## config.mk

```make
export PLATFORM = sky130hd
export DESIGN_NAME = prse_queue
export DESIGN_NICKNAME = d
export VERILOG_FILES = /design/src/rtl/core/prse_pkg.sv /design/src/rtl/core/prse_queue.sv
export SDC_FILE = /design/constraint.sdc
export NUM_CORES = 1
export LEC_CHECK = 0
export BUFFER_PORTS_ARGS = -buffer_cell sky130_fd_sc_hd__buf_2
export CAP_MARGIN = 0
export CORE_ASPECT_RATIO = 0.6
export CORE_MARGIN = 5
export CORE_UTILIZATION = 55
export CTS_CLUSTER_DIAMETER = 200
export DETAILED_ROUTE_END_ITERATION = 12
export GPL_ROUTABILITY_DRIVEN = 0
export GPL_TIMING_DRIVEN = 0
export PLACE_DENSITY = 0.77
export SLEW_MARGIN = 20
export SYNTH_ARGS = -nofsm -noshare
export SYNTH_HDL_FRONTEND = slang
export SYNTH_SLANG_ARGS = --single-unit
```

## constraint.sdc

```tcl
create_clock -name i_clk -period 3.3 [get_ports i_clk]
set_input_delay 0.33 -clock i_clk [delete_from_list [all_inputs] [get_ports i_clk]]
set_output_delay 0.33 -clock i_clk [all_outputs]
set_load 0.05 [all_outputs]
```

## src/rtl/core/prse_pkg.sv

```systemverilog
`timescale 1ns / 1ps
// Shared types and constants for the palette run-list sprite expander.
// No dependencies; every module of the block imports this package.
package prse_pkg;

    localparam int PAL_DEPTH = 256;
    localparam int PAL_AW    = $clog2(PAL_DEPTH);

    localparam logic [31:0] SIG_WORD  = 32'h006d6647;
    localparam logic [31:0] TERM_WORD = 32'h2a2a2a2a;

    localparam int Q_DEPTH = 4;
    localparam int Q_AW    = $clog2(Q_DEPTH);

    // command kinds passed from the parser to the word emitter
    localparam logic [1:0] K_START = 2'd0;  // signature, size, width/height
    localparam logic [1:0] K_WORD  = 2'd1;  // one byte as a word
    localparam logic [1:0] K_PIX2  = 2'd2;  // two nibble-indexed colours
    localparam logic [1:0] K_PIX1  = 2'd3;  // one byte-indexed colour

    typedef struct packed {
        logic [1:0]  kind;
        logic        term;   // append the terminator word
        logic [31:0] a;      // size word, byte value or pixel byte
        logic [31:0] b;      // width/height word or colour count
    } t_cmd;

    typedef struct packed {
        logic              we;
        logic [PAL_AW-1:0] addr;
        logic [31:0]       data;
    } t_pal_wr;

endpackage

```

## src/rtl/core/prse_queue.sv

```systemverilog
`timescale 1ns / 1ps
// Short command queue between the parser and the word emitter.
// Depends on prse_pkg for the command type and depth.
module prse_queue import prse_pkg::*; (
    input  logic i_clk,
    input  logic i_rst_n,
    input  logic i_push,
    input  t_cmd i_cmd,
    input  logic i_pop,
    output t_cmd o_head,
    output logic o_empty,
    output logic o_full
);

    t_cmd          r_mem [Q_DEPTH];
    logic [Q_AW-1:0] r_wp, r_rp;
    logic [Q_AW:0]   r_cnt;

    // present a quiet head while empty
    assign o_head  = o_empty ? '0 : r_mem[r_rp];
    assign o_empty = (r_cnt == '0);
    assign o_full  = (r_cnt == (Q_AW+1)'(Q_DEPTH));

    always_ff @(posedge i_clk) begin
        if (i_push) begin
            r_mem[r_wp] <= i_cmd;
        end
    end

    always_ff @(posedge i_clk) begin
        if (!i_rst_n) begin
            r_wp  <= '0;
            r_rp  <= '0;
            r_cnt <= '0;
        end else begin
            if (i_push) begin
                r_wp <= r_wp + 1'b1;
            end
            if (i_pop) begin
                r_rp <= r_rp + 1'b1;
            end
            unique case ({i_push, i_pop})
                2'b10:   r_cnt <= r_cnt + 1'b1;
                2'b01:   r_cnt <= r_cnt - 1'b1;
                default: r_cnt <= r_cnt;
            endcase
        end
    end

endmodule

```

== Yosys cells after proc, flatten, opt, wreduce, memory -nomap -nowiden ==
Memories as Yosys holds them, arrays and structs flattened. A register that Yosys moved wholly into a read port is not among the register bits.
Cells that the tools add are included.

* Register bits: 7
* Latch bits: 0
* Bits in writable memories: 268
* ROM bits: 0
* Output and inout port bits: 69
* Logic and storage cells: 19
* Memories: 1

{| class="wikitable"
|+ Memories
! name !! words !! width !! rd ports !! clocked after Yosys merged registers in !! wr ports !! line !! source
|-
| r_mem || 4 || 67 || 1 || 1 || 1 || prse_queue.sv:15 || <nowiki>t_cmd r_mem [Q_DEPTH];</nowiki>
|}

* $add $sub $neg: 4
* Multiply operators: 0
* Div/mod/pow operators: 0
* $lt $le $gt $ge: 0
* Equality and inequality tests: 3
* Shifts and indexed selects: 0
* Multiplexer cells: 6
* Bitwise gates (word level): 0
* Reductions and logical operators: 2

{| class="wikitable"
|+ Operators by type and width
! kind !! number
|-
| 2-to-1 mux 67 bit || 1
|-
| case mux 3 bit (2 select lines) || 1
|-
| adder 2 x 1 -> 2 bit (second input constant) || 2
|-
| 2-to-1 mux 2 bit || 2
|-
| adder 3 x 1 -> 3 bit (second input constant) || 1
|-
| equality test 3 bit (second input constant) || 1
|-
| logical NOT 3 bit || 1
|-
| subtractor 3 x 1 -> 3 bit (second input constant) || 1
|-
| equality test 2 x 1 -> 1 bit (second input constant) || 1
|-
| equality test 2 bit (second input constant) || 1
|-
| 2-to-1 mux 1 bit || 2
|-
| nonzero test 2 bit || 1
|}

== Longest topological paths before layout ==
* Depth in word-level cells: 3
* Mapped depth: 7
* Depth with buffers taken out: 7

== Worst setup path after synthesis ==
Ideal clock, no wire load.

* Kind: register -> register
* Start: register r_wp[0]
* End: memory r_mem[0][0] in the netlist's numbering, enable pin
* Arrival: 2113 ps
* Required time: 2868 ps
* Slack: 755 ps
* Stages on the path, launching flop included: 4
* Buffers on the path: 0
* Clock period less this slack: 2545 ps
* Path through: dfxtp_1 inv_1 ha_1 and2_1

{| class="wikitable"
|+ RTL lines
! element !! line !! source
|-
| start, declared || prse_queue.sv:16 || <nowiki>logic [Q_AW-1:0] r_wp, r_rp;</nowiki>
|-
| start signal, assigned || prse_queue.sv:37 || <nowiki>r_wp <= r_wp + 1'b1;</nowiki>
|-
| end, declared || prse_queue.sv:15 ||
|}

No word-level cell before the write port.

==> results_dict.tcl <==
set metrics [dict create \
    finalSetupTns_ns 0 \
    dieArea_sq_um 22200 \
    peakVddDrop_uv 454 \
    grt_pass1_wl_um 29900 \
    final_area_sq_um 12400 \
    ant_nets 0 \
    root_buffer "clkbuf_16" \
    cts_resized 0 \
    syn-num-nets 547 \
    p_leak_nw 4.24 \
    fin_crit_sh 0.891 \
    routed_via_density 5.61 \
    htree_levels 1 \
    status "finished, final reports clean" \
    fillers 1271 \
    drv_cap 0 \
    setup_violations 0 \
    crit_fanout 10 \
    grt_pass1_vias 5252 \
    clk_latency_ns 0.51 \
    synth_seq_cells 277 \
    pre_cts_slack_ns 0.797 \
    path_clk_slew_ns 0.06 \
    placementRows 39 \
    diodes 0 \
    synth_seq_area_share 0.779 \
    cts_buffer_depth 3 \
    synthMuxAreaShare 0.144 \
    port_buffers 139 \
    cp-start-kind "flip-flop" \
    die-height_um 117 \
    cts_hold_buf 0 \
    grt.total_usage 0.173 \
    endpoint_kind "output port" \
    avgSynthCellArea_sq_um 22.5 \
    drt_iter0_drc 241 \
    synth_warnings 0 \
    timing_hold_violations_final 0 \
    chipWidth_um 189 \
    worst-r2r-setup-slack_ns 1.56 \
    fin_ws_ns 0.360 \
    maxSlewViolCount 0 \
    drt_wl_total_um 19200 \
    core_sq_um 18900 \
    nNetsFinal 717 \
    synth_compound_area_frac 0.00166 \
    path_class "flip-flop to output port" \
    hold_class "input pin to flip-flop" \
    arrival_ns 2.61 \
    power.density_nw_per_um2 664 \
    crit_required_ns 2.97 \
    post-route-min-period_ns 2.94 \
    cts_setup_buffers 0 \
    synth_xor_area_frac 0.00415 \
    dp_hpwl_um 12300 \
    place_area_sq_um 11700 \
    yosys.area_share.adder 0.00782 \
    drtPass1Iterations 4 \
    max_slew_margin 0.536 \
    via_count 5053 \
    grt_max_degree 38 \
    synthSimpleGateAreaFrac 0.0490 \
    antenna_found_initial 2 \
    wl_per_cell_um 21.3 \
    ys_types 23 \
    place_inst 859 \
    numCtsBuffers 25 \
    skew_ns 0.00678 \
    worstMarginPinSlew_ns 0.695 \
    syn_to_final_growth_pct 17.0 \
    grt_overflow 0 \
    clock.fmax_mhz 340 \
    final_cells 900 \
    synthCells 470 \
    ioPinCount 140 \
    start_util 0.558 \
    syn_area_sq_um 10600 \
    total_power_mw 8.20 \
    clock_sinks 277 \
    cts_tree "done" \
    rsz0062_at_grt "no" \
    drive_gt1_frac 0.393 \
    drc 0 \
    synth_top_family_by_area "multiplexers" \
]
worst max-delay path: stages (launching register included):
cell and delay (ns):
dfxtp_1 0.35, nor3_2 0.39, clkbuf_1 0.49, clkbuf_1 0.48, nor2b_1 0.15, buf_2 0.24
stage by stage:
stage / hold slack, ns / util
after CTS: 0.0117 / 0.653
after detailed placement: 0.519 / 0.616
after global placement: 0.496 / 0.611
after floorplan: 0.429 / -
final: 0.0325 / 0.653
after global routing: 0.0103 / 0.653
cell families after synthesis:
| kind of cell | count (synthesis) |
|---|---|
| xor gates and xnor gates | 5 |
| buffers and inverters | 28 |
| muxes | 68 |
| AOI/OAI and AO/OA | 3 |
| adders and majority gates | 6 |
| and+or+nand+nor | 83 |
| DFF | 277 |
synthesized netlist by cell type:
cell      count  share of area
buf_2         4         0.0019
buf_4         3         0.0021
nor2b_1      68          0.040
clkbuf_2      1        0.00047
nand2_1       2        0.00071
edfxtp_1    268           0.76
dfxtp_1       9          0.017
inv_1         6         0.0021
buf_1         3         0.0011
mux2i_1       1        0.00095
and2_1       10         0.0059
xnor2_1       2         0.0017
mux4_2       67           0.14
clkbuf_1      7         0.0025
nor3_2        1        0.00095
a21boi_0      1        0.00071
fa_1          1         0.0019
o21ai_0       2        0.00095
or3_1         1        0.00059
ha_1          5         0.0059
xor2_1        3         0.0025
and3_1        1        0.00059
buf_6         4         0.0043
cell usage in the layout, fill, tap and decap left out, types with 2 or more instances in the layout:
cell	instances
and2_1	6
and2_4	4
buf_1	3
buf_12	4
buf_2	143
buf_4	3
buf_6	4
clkbuf_1	10
clkbuf_16	25
clkinv_1	8
clkinv_2	2
clkinvlp_4	2
dfxtp_1	9
edfxtp_1	268
ha_1	5
inv_1	6
mux4_2	67
nand2_1	2
nor2b_1	68
o21ai_0	2
xnor2_1	2
xor2_1	3
final timing paths:
check	start	to	cells past startpoint
min reg2reg	r_cnt[2]	r_cnt[2]	2
min	i_cmd[31]	r_mem[3][31]	1
max	r_cnt[0]	o_head[53]	5
max reg2reg	r_wp[0]	r_mem[2][47]	4
cell type report:
class	count	area, sq um	share of cell area
sequential	277	8230	0.666
multi-input combinational	165	2190	0.177
timing repair buffer	143	776	0.0628
clock buffer	28	637	0.0515
tap	246	308	0.0249
buffer	22	130	0.0105
clock inverter	13	63.8	0.00516
inverter	6	22.5	0.00182
sequential cells by signal, summed over array words and instances (netlist names), named ones only:
| signal | flops |
|---|---|
| r_cnt | 3 |
| r_rp | 2 |
| r_mem | 268 |
| r_wp | 2 |
report_power, final:
part           internal [mW]  switching (mW)
sequential              4.04          0.0421
combinational          0.467            1.12
clock                   1.38            1.16
layer usage:
layer / vias up / global-route usage / share of wire
met3: 31 / 0.0454 / 0.071
li1: 2231 / - / -
met4: 4 / 0.0300 / 0.014
met2: 176 / 0.272 / 0.47
met5: - / 0 / 0.0017
met1: 2611 / 0.254 / 0.44
No activity file was read; power rests on OpenSTA's default activity.
