--- config.mk ---
export PLATFORM = sky130hd
export DESIGN_NAME = prse_front
export DESIGN_NICKNAME = d
export VERILOG_FILES = /design/src/rtl/core/prse_pkg.sv /design/src/rtl/core/prse_front.sv
export SDC_FILE = /design/constraint.sdc
export NUM_CORES = 1
export LEC_CHECK = 0
export BUFFER_PORTS_ARGS = -buffer_cell sky130_fd_sc_hd__clkbuf_2
export CAP_MARGIN = 20
export CELL_PAD_IN_SITES_DETAIL_PLACEMENT = 1
export CELL_PAD_IN_SITES_GLOBAL_PLACEMENT = 2
export CORE_MARGIN = 2
export CORE_UTILIZATION = 33
export DETAILED_ROUTE_END_ITERATION = 8
export HOLD_SLACK_MARGIN = 0.06
export PLACE_DENSITY_LB_ADDON = 0.1
export SLEW_MARGIN = 20
export SYNTH_ARGS = -nofsm -noshare
export SYNTH_HDL_FRONTEND = slang
export SYNTH_SLANG_ARGS = --single-unit
--- constraint.sdc ---
create_clock -name i_clk -period 4.9 [get_ports i_clk]
set_input_delay 0.49 -clock i_clk [delete_from_list [all_inputs] [get_ports i_clk]]
set_output_delay 0.49 -clock i_clk [all_outputs]
set_load 0.05 [all_outputs]
--- src/rtl/core/prse_pkg.sv ---
`timescale 1ns / 1ps
// Shared types and constants for the palette run-list sprite expander.
// No dependencies; every module of the block imports this package.
package prse_pkg;

    localparam int PAL_DEPTH = 256;
    localparam int PAL_AW    = $clog2(PAL_DEPTH);

    localparam logic [31:0] SIG_WORD  = 32'h006d6647;
    localparam logic [31:0] TERM_WORD = 32'h2a2a2a2a;

    localparam int Q_DEPTH = 4;
    localparam int Q_AW    = $clog2(Q_DEPTH);

    // command kinds passed from the parser to the word emitter
    localparam logic [1:0] K_START = 2'd0;  // signature, size, width/height
    localparam logic [1:0] K_WORD  = 2'd1;  // one byte as a word
    localparam logic [1:0] K_PIX2  = 2'd2;  // two nibble-indexed colours
    localparam logic [1:0] K_PIX1  = 2'd3;  // one byte-indexed colour

    typedef struct packed {
        logic [1:0]  kind;
        logic        term;   // append the terminator word
        logic [31:0] a;      // size word, byte value or pixel byte
        logic [31:0] b;      // width/height word or colour count
    } t_cmd;

    typedef struct packed {
        logic              we;
        logic [PAL_AW-1:0] addr;
        logic [31:0]       data;
    } t_pal_wr;

endpackage

--- src/rtl/core/prse_front.sv ---
`timescale 1ns / 1ps
// Stream parser: header, palette loading and line/run/pixel classification.
// Depends on prse_pkg; issues at most one command per byte, and palette writes.
module prse_front import prse_pkg::*; (
    input  logic       i_clk,
    input  logic       i_rst_n,
    input  logic       i_tvalid,
    input  logic [7:0] i_tdata,
    output logic       o_tready,
    input  logic       i_q_full,
    input  logic       i_q_empty,
    output logic       o_push,
    output t_cmd       o_cmd,
    output t_pal_wr    o_pal_wr
);

    localparam logic [2:0] PH_HEADER  = 3'd0;
    localparam logic [2:0] PH_PALETTE = 3'd1;
    localparam logic [2:0] PH_LINE    = 3'd2;
    localparam logic [2:0] PH_SKIP    = 3'd3;
    localparam logic [2:0] PH_LENGTH  = 3'd4;
    localparam logic [2:0] PH_PIXELS  = 3'd5;

    localparam logic [3:0] HDR_CCOUNT = 4'd3;
    localparam logic [3:0] HDR_W_LO   = 4'd8;
    localparam logic [3:0] HDR_W_HI   = 4'd9;
    localparam logic [3:0] HDR_H_LO   = 4'd10;
    localparam logic [3:0] HDR_H_HI   = 4'd11;
    localparam logic [3:0] HDR_S0     = 4'd12;
    localparam logic [3:0] HDR_S1     = 4'd13;
    localparam logic [3:0] HDR_S2     = 4'd14;
    localparam logic [3:0] HDR_LAST   = 4'd15;

    logic [2:0]  r_phase,  n_phase;
    logic [9:0]  r_cnt,    n_cnt;
    logic [7:0]  r_ccount, n_ccount;
    logic [15:0] r_width,  n_width;
    logic [15:0] r_height, n_height;
    logic [31:0] r_size,   n_size;
    logic [23:0] r_asm,    n_asm;
    logic [15:0] r_lines,  n_lines;
    logic [7:0]  r_runs,   n_runs;
    logic [7:0]  r_pixels, n_pixels;

    logic       accept;
    logic       do_start, do_end_run, do_end_line;
    logic [3:0] pos;
    logic [7:0] entry;

    // palette writes must not race reads of an earlier sprite still queued
    assign o_tready = !i_q_full && ((r_phase != PH_PALETTE) || i_q_empty);
    assign accept   = i_tvalid && o_tready;
    assign pos      = r_cnt[3:0];
    assign entry    = r_cnt[9:2];

    always_comb begin
        n_phase     = r_phase;
        n_cnt       = r_cnt;
        n_ccount    = r_ccount;
        n_width     = r_width;
        n_height    = r_height;
        n_size      = r_size;
        n_asm       = r_asm;
        n_lines     = r_lines;
        n_runs      = r_runs;
        n_pixels    = r_pixels;
        do_start    = 1'b0;
        do_end_run  = 1'b0;
        do_end_line = 1'b0;
        o_push      = 1'b0;
        o_cmd       = '0;
        o_pal_wr    = '0;
        if (accept) begin
            unique case (r_phase)
                PH_HEADER: begin
                    unique case (pos)
                        HDR_CCOUNT: n_ccount = i_tdata;
                        HDR_W_LO:   n_width  = {8'd0, i_tdata};
                        HDR_W_HI:   n_width  = {i_tdata, r_width[7:0]};
                        HDR_H_LO:   n_height = {8'd0, i_tdata};
                        HDR_H_HI:   n_height = {i_tdata, r_height[7:0]};
                        HDR_S0:     n_size   = {24'd0, i_tdata};
                        HDR_S1:     n_size   = {r_size[31:16], i_tdata, r_size[7:0]};
                        HDR_S2:     n_size   = {r_size[31:24], i_tdata, r_size[15:0]};
                        HDR_LAST:   n_size   = {i_tdata, r_size[23:0]};
                        default:    n_size   = r_size;
                    endcase
                    if (pos == HDR_LAST) begin
                        n_cnt = '0;
                        if (r_ccount == 8'd0) begin
                            do_start = 1'b1;
                        end else begin
                            n_phase = PH_PALETTE;
                        end
                    end else begin
                        n_cnt = {6'd0, pos + 4'd1};
                    end
                end
                PH_PALETTE: begin
                    unique case (r_cnt[1:0])
                        2'd0: n_asm = {16'd0, i_tdata};
                        2'd1: n_asm = {r_asm[23:16], i_tdata, r_asm[7:0]};
                        2'd2: n_asm = {i_tdata, r_asm[15:0]};
                        2'd3: begin
                            o_pal_wr.we   = ({1'b0, entry} < 9'(PAL_DEPTH));
                            o_pal_wr.addr = entry[PAL_AW-1:0];
                            o_pal_wr.data = {i_tdata, r_asm};
                        end
                    endcase
                    n_cnt = r_cnt + 10'd1;
                    if (n_cnt >= {r_ccount, 2'b00}) begin
                        n_cnt    = '0;
                        do_start = 1'b1;
                    end
                end
                PH_LINE: begin
                    o_push     = 1'b1;
                    o_cmd.kind = K_WORD;
                    o_cmd.a    = {24'd0, i_tdata};
                    n_runs     = i_tdata;
                    if (i_tdata == 8'd0) begin
                        do_end_line = 1'b1;
                    end else begin
                        n_phase = PH_SKIP;
                    end
                end
                PH_SKIP: begin
                    o_push     = 1'b1;
                    o_cmd.kind = K_WORD;
                    o_cmd.a    = {24'd0, i_tdata};
                    n_phase    = PH_LENGTH;
                end
                PH_LENGTH: begin
                    o_push     = 1'b1;
                    o_cmd.kind = K_WORD;
                    o_cmd.a    = {24'd0, i_tdata};
                    n_pixels   = i_tdata;
                    if (i_tdata == 8'd0) begin
                        do_end_run = 1'b1;
                    end else begin
                        n_phase = PH_PIXELS;
                    end
                end
                PH_PIXELS: begin
                    o_push  = 1'b1;
                    o_cmd.a = {24'd0, i_tdata};
                    o_cmd.b = {24'd0, r_ccount};
                    if (r_pixels >= 8'd2) begin
                        o_cmd.kind = K_PIX2;
                        n_pixels   = r_pixels - 8'd2;
                    end else begin
                        o_cmd.kind = K_PIX1;
                        n_pixels   = 8'd0;
                    end
                    do_end_run = (n_pixels == 8'd0);
                end
                default: begin
                    n_phase = PH_HEADER;
                    n_cnt   = '0;
                end
            endcase

            if (do_end_run) begin
                n_runs = r_runs - 8'd1;
                if (n_runs == 8'd0) begin
                    do_end_line = 1'b1;
                end else begin
                    n_phase = PH_SKIP;
                end
            end
            if (do_end_line) begin
                n_lines = r_lines - 16'd1;
                if (n_lines == 16'd0) begin
                    o_cmd.term = 1'b1;
                    n_phase    = PH_HEADER;
                    n_cnt      = '0;
                end else begin
                    n_phase = PH_LINE;
                end
            end
            if (do_start) begin
                o_push     = 1'b1;
                o_cmd.kind = K_START;
                o_cmd.a    = n_size;
                o_cmd.b    = {r_width, r_height};
                n_lines    = r_height;
                if (r_height == 16'd0) begin
                    o_cmd.term = 1'b1;
                    n_phase    = PH_HEADER;
                end else begin
                    n_phase = PH_LINE;
                end
            end
        end
    end

    always_ff @(posedge i_clk) begin
        if (!i_rst_n) begin
            r_phase  <= PH_HEADER;
            r_cnt    <= '0;
            r_ccount <= '0;
            r_width  <= '0;
            r_height <= '0;
            r_size   <= '0;
            r_asm    <= '0;
            r_lines  <= '0;
            r_runs   <= '0;
            r_pixels <= '0;
        end else begin
            r_phase  <= n_phase;
            r_cnt    <= n_cnt;
            r_ccount <= n_ccount;
            r_width  <= n_width;
            r_height <= n_height;
            r_size   <= n_size;
            r_asm    <= n_asm;
            r_lines  <= n_lines;
            r_runs   <= n_runs;
            r_pixels <= n_pixels;
        end
    end

    // the start command may go out with the last palette write; it reads no colour
    ap_pal_quiet: assert property (@(posedge i_clk) disable iff (!i_rst_n)
        o_pal_wr.we |-> i_q_empty)
        else $error("palette write while commands pending");
    ap_hdr_pos: assert property (@(posedge i_clk) disable iff (!i_rst_n)
        (r_phase == PH_HEADER) |-> (r_cnt[9:4] == 6'd0))
        else $error("header position out of range");
    ap_push_room: assert property (@(posedge i_clk) disable iff (!i_rst_n)
        o_push |-> !i_q_full)
        else $error("command pushed into a full queue");

endmodule

**After elaboration in Yosys (flattened, before gate mapping)**

Index checks and enable logic that the tools add are counted.

- Register bits after elaboration: 141
- Output and inout port bits: 110

- $add $sub $neg: 5
- $lt $le $gt $ge: 2
- Eq/ne operators: 18
- Mux-type cells: 56
- Bitwise gates (word level): 4
- Reductions and logical operators: 33

Operators with widths:

| operator | count |
|---|---|
| 67-bit 2-to-1 mux | 2 |
| 32-bit case mux with 4 select lines | 1 |
| 41-bit 2-to-1 mux | 3 |
| 24-bit case mux with 3 select lines | 1 |
| 16-bit case mux with 2 select lines | 2 |
| 8-bit 2-to-1 mux | 7 |
| 4-bit == test, second input constant | 8 |
| 16-bit logical NOT | 2 |
| 8-bit logical NOT | 4 |
| 16-bit 2-to-1 mux | 2 |
| 32-bit 2-to-1 mux | 1 |
| 10-bit 2-to-1 mux | 3 |
| 10-bit case mux with 3 select lines | 1 |
| 3-bit 2-to-1 mux | 8 |
| 1-bit 2-to-1 mux | 17 |
| 8-bit case mux with 2 select lines | 1 |
| 4-bit AND reduction | 4 |
| 16-bit by 1-bit subtractor with 16-bit output, second input constant | 1 |
| 3-bit case mux with 5 select lines | 1 |
| 2-bit nonzero test | 7 |
| 10-bit by 1-bit adder with 10-bit output, second input constant | 1 |
| 10-bit greater-or-equal comparator | 1 |
| 3-bit AND reduction | 3 |
| 8-bit by 2-bit greater-or-equal comparator with 1-bit output, second input constant | 1 |
| 25 further kinds | 36 |

**Longest topological paths before layout**

- Depth after elaboration: 14
- Gate-level depth with buffers: 15
- Gate-level depth less buffers: 13

**Worst setup path after synthesis**

No wires, ideal clock.

- Path type: reg2out
- Start: reg r_cnt[0]
- End: out o_cmd[32] (netlist bit)
- Arrival time: 3.560 ns
- Required time: 4.410 ns
- Slack: 0.850 ns
- Stages on the path, launching flop included: 15
- Buffers on the path: 2
- Cells stage by stage: dfxtp_1 > ha_1 > clkbuf_1 > and3_1 > and3_1 > nand3_1 > xnor2_1 > ha_1 > nand2_1 > o21ai_0 > a32o_1 > a21o_1 > clkbuf_1 > o21ai_1 > nor2_1

RTL lines:

| item | RTL line | source |
|---|---|---|
| start, declared | prse_front.sv:35 | `logic [9:0] r_cnt, n_cnt;` |
| start signal, assigned | prse_front.sv:211 | `r_cnt <= n_cnt;` |
| end, declared | prse_front.sv:13 | `output t_cmd o_cmd,` |

==> key figures <==
Run status
  • Status: finished clean

Timing
  • RSZ-0062 raised after global routing: false
  • Setup TNS: 0 ns
  • Minimum clock period: 4.49 ns
  • Count of final setup violators: 0
  • Period utilization: 91.6%
  • F_max: 223 MHz
  • Fin. max-slew vios: 0
  • Worst slew pin tran: 1.07 ns
  • Final hold vios: 0
  • Relative slew slack: 28.9%
  • Clk_skew: 0.0173 ns

Detailed routing
  • Initial drt markers: 394
  • DRT Pass-1 Iters: 5
  • Vias per Instance: 5.54
  • Average wire per cell in the routed design: 20.6 um
  • DR DRC count: 0
  • Detailed Route WL: 30600 um
  • Total number of vias: 8218
  • Routed Antenna Nets: 0

Power
  • Sw Pwr: 0.789 mW
  • Pleak: 4.07 nW
  • Maximum VDD drop: 0.184 mV
  • Register share of total power: 42.6%
  • Comb pwr share: 7.8%
  • Pwr dens: 270 nW/um^2
  • Switching share of power: 29.0%
  • Total power: 2.72 mW
  • Int Pwr: 1.93 mW
  • Power share of the clock group: 49.6%

Critical path
  • Crit. Startpoint: r_cnt[3]
  • Crit Path Max Fanout: 22
  • Crit path DAT: 4.00 ns
  • Worst R2R Start: r_cnt[3]
  • Critical path cell sequence: and2_0 -> nand3_1 -> nor2_1 -> nand3_1 -> xnor2_1 -> ha_1 -> a21oi_1 -> o21ai_0 -> a32o_1 -> a21o_4 -> nand2_1 -> a22oi_1 -> nor2_1 -> clkbuf_2
  • Worst path max stage delay: 0.49 ns
  • Startpoint Class: flop
  • Critical Path End Type: output port
  • Slowest stage cell on the critical path: dfxtp_1
  • WS Path Type: flop to output port
  • Worst Path Required: 4.41 ns

Clock network
  • CTS Buffer Depth: 2
  • Clock Latency Late Sink: 0.44 ns
  • Reg clk slew, reported paths: 0.08 ns
  • Clock sinks: 141
  • Post-CTS setup buffer count: 0
  • CTS Hold Buffers Added: 0
  • H-tree Lvls: 4
  • TritonCTS Buffers: 17
  • CTS tree: yes
  • Root Driver: clkbuf_16

Synthesis
  • Post-Syn Instances: 1071
  • Post-Syn Area: 8290 um^2
  • Seq/Total Area, Yosys: 34.1%
  • Yosys reg bits: 141
  • Syn_nets: 1103
  • EDFF count, synth: 0
  • Mean area per synthesized cell: 7.74 um^2
  • Post-synth ARST share: 0%
  • Synth cell types: 77
  • Yosys warns: 0
  • Top FF cell, synth: dfxtp_1

Floorplanning
  • Core area: 24900 um^2
  • # rows: 58
  • Die height: 162 um
  • Starting Density: 33.3%
  • Die X: 162 um
  • Ports: 123
  • Die ar.: 26400 um^2

GRT
  • Largest net degree at the start of global routing: 90
  • Tot GR Track Use: 23.1%
  • Initial antenna violation count: 0
  • Grt ovf: 0
  • Global-route wire length before repair: 47400 um
  • Vias in the first global route: 8198

Worst hold path
  • HP Start: r_asm[19]
  • Hold Crit Class: flop to flop

Cells and area
  • Share of cells above drive strength 1: 18.5%
  • ANT cells: 0
  • Area Overhead vs Synth: 21.7%
  • Layout Utilization: 40.5%
  • Nets: 1173
  • Fill cells: 2996
  • Post-Layout Cell Count: 1484

Placement
  • Placed cells: 1452
  • Port Buffers: 122
  • GP Congestion: 0.809
  • DP HPWL: 20600 um

Job
  • Max_cap viols: 0
==> worst max-delay path, delay by kind of cell, from the launching register on <==
kind | cells | cell delay [ns]
compound gates | 5 | 0.99
flops | 1 | 0.49
simple gates | 6 | 1.30
buf+inv | 1 | 0.28
fa+ha+maj | 1 | 0.29
xor+xnor | 1 | 0.22
==> synth_stat cells (all sizes together) (7+ instances only) <==
cell / count / area [um^2]
nand2: 86 / 325
o21ai: 30 / 150
nor3: 23 / 120
buf: 20 / 116
a211oi: 8 / 70.1
inv: 25 / 93.8
dfxtp: 141 / 2820
clkbuf: 76 / 285
a21o: 8 / 61.3
and3: 36 / 225
xnor2: 9 / 78.8
nor2: 157 / 592
nand3: 40 / 200
a21oi: 83 / 415
a22o: 13 / 114
o2111ai: 7 / 61.3
ha: 19 / 238
nor4: 12 / 87.6
a22oi: 47 / 353
nand4: 15 / 93.8
nor3b: 10 / 75.1
and2: 53 / 332
mux2i: 28 / 280
or3: 10 / 62.6
a32oi: 20 / 175
==> power by group through the flow <==
stage / clock network, mW / registers, mW / logic [mW]
CTS: 1.39 / 1.16 / 0.212
global placement: 0 / 1.18 / 0.212
detailed placement: 0 / 1.18 / 0.212
global route: 1.43 / 1.16 / 0.230
floorplan: 0 / 1.18 / 0.137
finish: 1.35 / 1.16 / 0.212
==> worst paths after layout <==
| check | end | slack (ns) | cells after the start |
|---|---|---|---|
| setup / recovery | o_cmd[39] | 0.41 | 14 |
| hold / removal | r_asm[19] | 0.45 | 2 |
| setup reg to reg | r_lines[9] | 1.00 | 14 |
| hold reg to reg | r_asm[19] | 0.45 | 2 |
==> cell type report <==
cell class	instances	area, um^2	share of cell area [%]
Clock inverter	15	170	1.69
Sequential cell	141	2820	28.0
Multi-Input combinational cell	809	4990	49.4
Inverter	25	95.1	0.943
Clock buffer	17	425	4.22
Timing Repair Buffer	147	1170	11.6
Tap cell	330	413	4.09
==> layout by cell type (no fill, tap or decap), types with 15 or more instances in the layout <==
| master | instances |
|---|---|
| nor2_1 | 156 |
| dfxtp_1 | 141 |
| clkbuf_2 | 97 |
| nand2_1 | 85 |
| a21oi_1 | 82 |
| and2_1 | 50 |
| a22oi_1 | 47 |
| nand3_1 | 40 |
| and3_1 | 36 |
| mux2i_1 | 28 |
| buf_12 | 25 |
| buf_4 | 25 |
| inv_1 | 24 |
| nor3_1 | 22 |
| a32oi_1 | 20 |
| ha_1 | 19 |
| o21ai_0 | 18 |
| clkbuf_16 | 17 |
| nand4_1 | 15 |
==> routing by layer <==
metal  vias up  track usage (%)  part of all wire (%)
li1       4000                -                     -
met1      4052             30.3                    46
met4         0             6.32                   1.5
met5         -                0                     0
met3        31             3.62                   2.9
met2       135             39.5                    49
==> flip-flops by register name (all words and copies together) (netlist names) <==
name,count
r_pixels,8
r_cnt,10
r_lines,16
r_ccount,8
r_size,32
r_asm,24
r_width,16
r_phase,3
r_runs,8
r_height,16
==> metrics by stage <==
step	area, um^2	hold WS [ns]	worst slack (ns)
2_1_floorplan	8290	0.427	0.850
3_3_place_gp	9480	0.437	0.519
3_5_place_dp	9480	0.443	0.390
4_1_cts	10100	0.454	0.172
5_1_grt	10100	0.476	0.104
6_report	10100	0.451	0.412
==> kinds of logic (layout without fill, tap and decap cells) <==
| kind of cell | after synthesis | count (layout) | share of synthesized area [%] |
|---|---|---|---|
| compound gates | 268 | 268 | 23.0 |
| buf+inv | 121 | 204 | 5.98 |
| xor+xnor | 14 | 14 | 1.48 |
| fa+ha+maj | 19 | 19 | 2.87 |
| mux | 31 | 31 | 3.79 |
| flops | 141 | 141 | 34.1 |
| simple gates | 477 | 477 | 28.8 |
==> what timing repair did <==
item	in CTS	in global routing
endpoints found under the setup margin	8	11
gates resized for setup	1	2
pin swaps	0	0
cloned	0	0
Power figures use the tool's default switching activity.
